==> config.mk <==
export PLATFORM = sky130hd
export DESIGN_NAME = qvc_ram
export DESIGN_NICKNAME = d
export VERILOG_FILES = /design/src/rtl/qvc_ram.sv
export SDC_FILE = /design/constraint.sdc
export NUM_CORES = 1
export LEC_CHECK = 0
export ABC_AREA = 1
export ABC_CLOCK_PERIOD_IN_PS = 1400
export BUFFER_PORTS_ARGS = -buffer_cell sky130_fd_sc_hd__buf_4
export CORE_MARGIN = 3
export CORE_UTILIZATION = 40
export DETAILED_ROUTE_END_ITERATION = 16
export PLACE_DENSITY_LB_ADDON = 0.1
export SLEW_MARGIN = 30
export SYNTH_ARGS = -nofsm -noshare
export SYNTH_HDL_FRONTEND = slang
export SYNTH_SLANG_ARGS = --single-unit
==> constraint.sdc <==
create_clock -name clk -period 1.4 [get_ports clk]
set_input_delay 0.07 -clock clk [delete_from_list [all_inputs] [get_ports clk]]
set_output_delay 0.07 -clock clk [all_outputs]
set_load 0.02 [all_outputs]
==> src/rtl/qvc_ram.sv <==
// qvc_ram: generic single-write, single-read RAM with registered read data.
// No dependencies.
`timescale 1ns / 1ps
module qvc_ram #(
  parameter int WIDTH = 8,
  parameter int DEPTH = 16
) (
  input  logic                     clk,
  input  logic                     we,
  input  logic [$clog2(DEPTH)-1:0] waddr,
  input  logic [WIDTH-1:0]         wdata,
  input  logic                     re,
  input  logic [$clog2(DEPTH)-1:0] raddr,
  output logic [WIDTH-1:0]         rdata
);
  logic [WIDTH-1:0] mem [DEPTH];

  // Write and registered read; read data holds when no read is issued
  always_ff @(posedge clk) begin
    if (we) begin
      mem[waddr] <= wdata;
    end
    if (re) begin
      rdata <= mem[raddr];
    end
  end
endmodule

==> reports/metrics.yaml <==
status: "complete, no violations"
slowest_delay_ns: 0.38
final_core_util_pct: 49.8
crit_path_max_fanout: 1
path_buf_inv: 1
holdWs_ns: 0.00340
crit_family: "simple AND/OR/NAND/NOR gates"
path_class: "flip-flop to flip-flop"
fin_crit_sh_pct: 80.2
ios: 27
post_drt_wl_per_cell_um: 18.0
cp.depth: 6
rrSetupSlack_ns: 0.28
nets: 622
max_freq_mhz: 891
grt.overflow.total: 0
path_common_cell: "nand3_1"
layout_min_cycle_time_ns: 1.12
grt_antenna_before_repair: 0
setup_viol: 0
drc: 0
layout_commonest_cell: "nand2_1"
io_buffers: 26
cts-resized-gates: 0
grt_max_degree: 43
p_total_mw: 9.96
clockRootBuffer: "clkbuf_16"
relSlewSlack_pct: 82.8
whs_path_depth: 1
slowest_stage: "edfxtp_1"
drt_iter0_drc: 457
cap_violations: 0
grt.total_usage_pct: 19.0
htree_levels: 4
synth_area_leader_cell: "edfxtp_1"
hold_path.class: "input port to flip-flop"
synth_seq_cells: 136
grt_pass1_vias: 3886
yosysSeqAreaShare_pct: 69.8
syn_avg_cell_area_um2: 10.6
tns_ns: 0
via_count: 3920
worst_setup_path_end_kind: "flip-flop"
hold_viol: 0
rsz0062_at_grt: "false"
area_delta_synth_final_pct: 20.0
initial_utilization_pct: 41.5
fp.dieW_um: 127
drt.antenna.violating_nets: 0
syn_area_mm2: 0.00585
viasPerCell: 4.92
crit_required_ns: 1.58
cts_buffer_depth: 2
first_pass_iters: 6
gp_congestion: 0.841
crit_chain: "inv_1, nand2_1, nand3_1, nand3_1, nand3_1, nand2_1"
cts_buffers: 17
dpl_worst_slack_ns: 0.0954
cts_tree: "done"
drive_gt1_share_pct: 14.1
syn_nets: 570
clk_pin_slew_ns: 0.06
start_kind: "flip-flop"
yosysWarnings: 0
yosysUniqueCellTypes: 11
ir_drop_v: 0.000887
synth.top_cell.area_share_pct: 69.8
worst_pin_slew_ns: 0.258
reg2reg_depth: 6
cts.sinks: 136
dieArea_mm2: 0.0161
num_rows: 43
worstSkewPairLatency_ns: 0.42
final_cell_mix: "173 x nand2_1, 136 x edfxtp_1, 100 x inv_1, 97 x nand3_1, 50 x buf_4"
powerDensity_mw_per_mm2: 1420
die_h_um: 127
crit_arrival_ns: 1.30
finalWirelength_um: 14300
skew_ns: 0.00845
synth.area.top_cells: "edfxtp_1 70%, nand2_1 11%, nand3_1 8.3%"
synthCells: 551
timing.final.ws_setup_ns: 0.277
diodes: 0
final-max-slew-violation-count: 0
coreArea_mm2: 0.0141
grt_pass1_wl_um: 22400
post-dp-hpwl_um: 9150
power_leakage_nw: 3.02
state kept, by name, summed over array words and instances (netlist names):
signal  flops
rdata       8
mem       128
kinds of logic after synthesis:
logic type             Yosys count  share of synthesized area, %
buffers and inverters          126                          9.39
and+or+nand+nor                289                          20.8
DFF                            136                          69.8
cell usage after synthesis (all sizes together):
library cell,count
buf,24
edfxtp,136
inv,102
nand2,173
nand3,97
nand3b,2
nor2,17
metrics by stage:
step                instances  area, um^2
finish                    796        7020
global route              796        7020
CTS                       796        7020
detailed placement        761        6360
global placement          761        6360
floorplan                 551        5850
routing by layer:
| layer | global-route usage [%] | vias to the layer above | share of wire (%) |
|---|---|---|---|
| met5 | 0 | - | 0 |
| li1 | - | 1888 | - |
| met3 | 5.26 | 23 | 5.9 |
| met4 | 7.38 | 0 | 2.2 |
| met2 | 29.3 | 134 | 47 |
| met1 | 25.6 | 1875 | 45 |
what timing repair did:
item / CTS / global route
buffers inserted: 0 / 0
endpoints found under the hold margin: 16 / 0
hold buffers: 3 / 0
report_power, final:
part,switching (mW),internal [mW],leakage (nW)
clock,1.73,2.98,0.289
combinational,0.422,0.212,1.49
sequential,0.0300,4.59,1.24
total,2.18,7.78,3.02
layout make-up:
cell class / instances / area, um^2
Multi-Input combinational cell: 289 / 1210
Clock inverter: 15 / 201
Sequential cell: 136 / 4080
Timing Repair Buffer: 57 / 485
Inverter: 102 / 383
Clock buffer: 17 / 425
Fill cell: 1299 / 7080
Tap cell: 180 / 225
worst register-to-register path: cells and delay by family (launching register included):
| family | cells | cell delay, ns |
|---|---|---|
| buf+inv | 1 | 0.07 |
| flops | 1 | 0.38 |
| simple gates | 5 | 0.44 |
path summary, 6_finish.rpt:
path	from	to
worst max-delay path	mem[0][7]	rdata[7]
worst max register to register	mem[0][7]	rdata[7]
worst min-delay path	wdata[7]	mem[5][7]
worst min register to register	mem[12][1]	rdata[1]
Power figures use the tool's default switching activity.
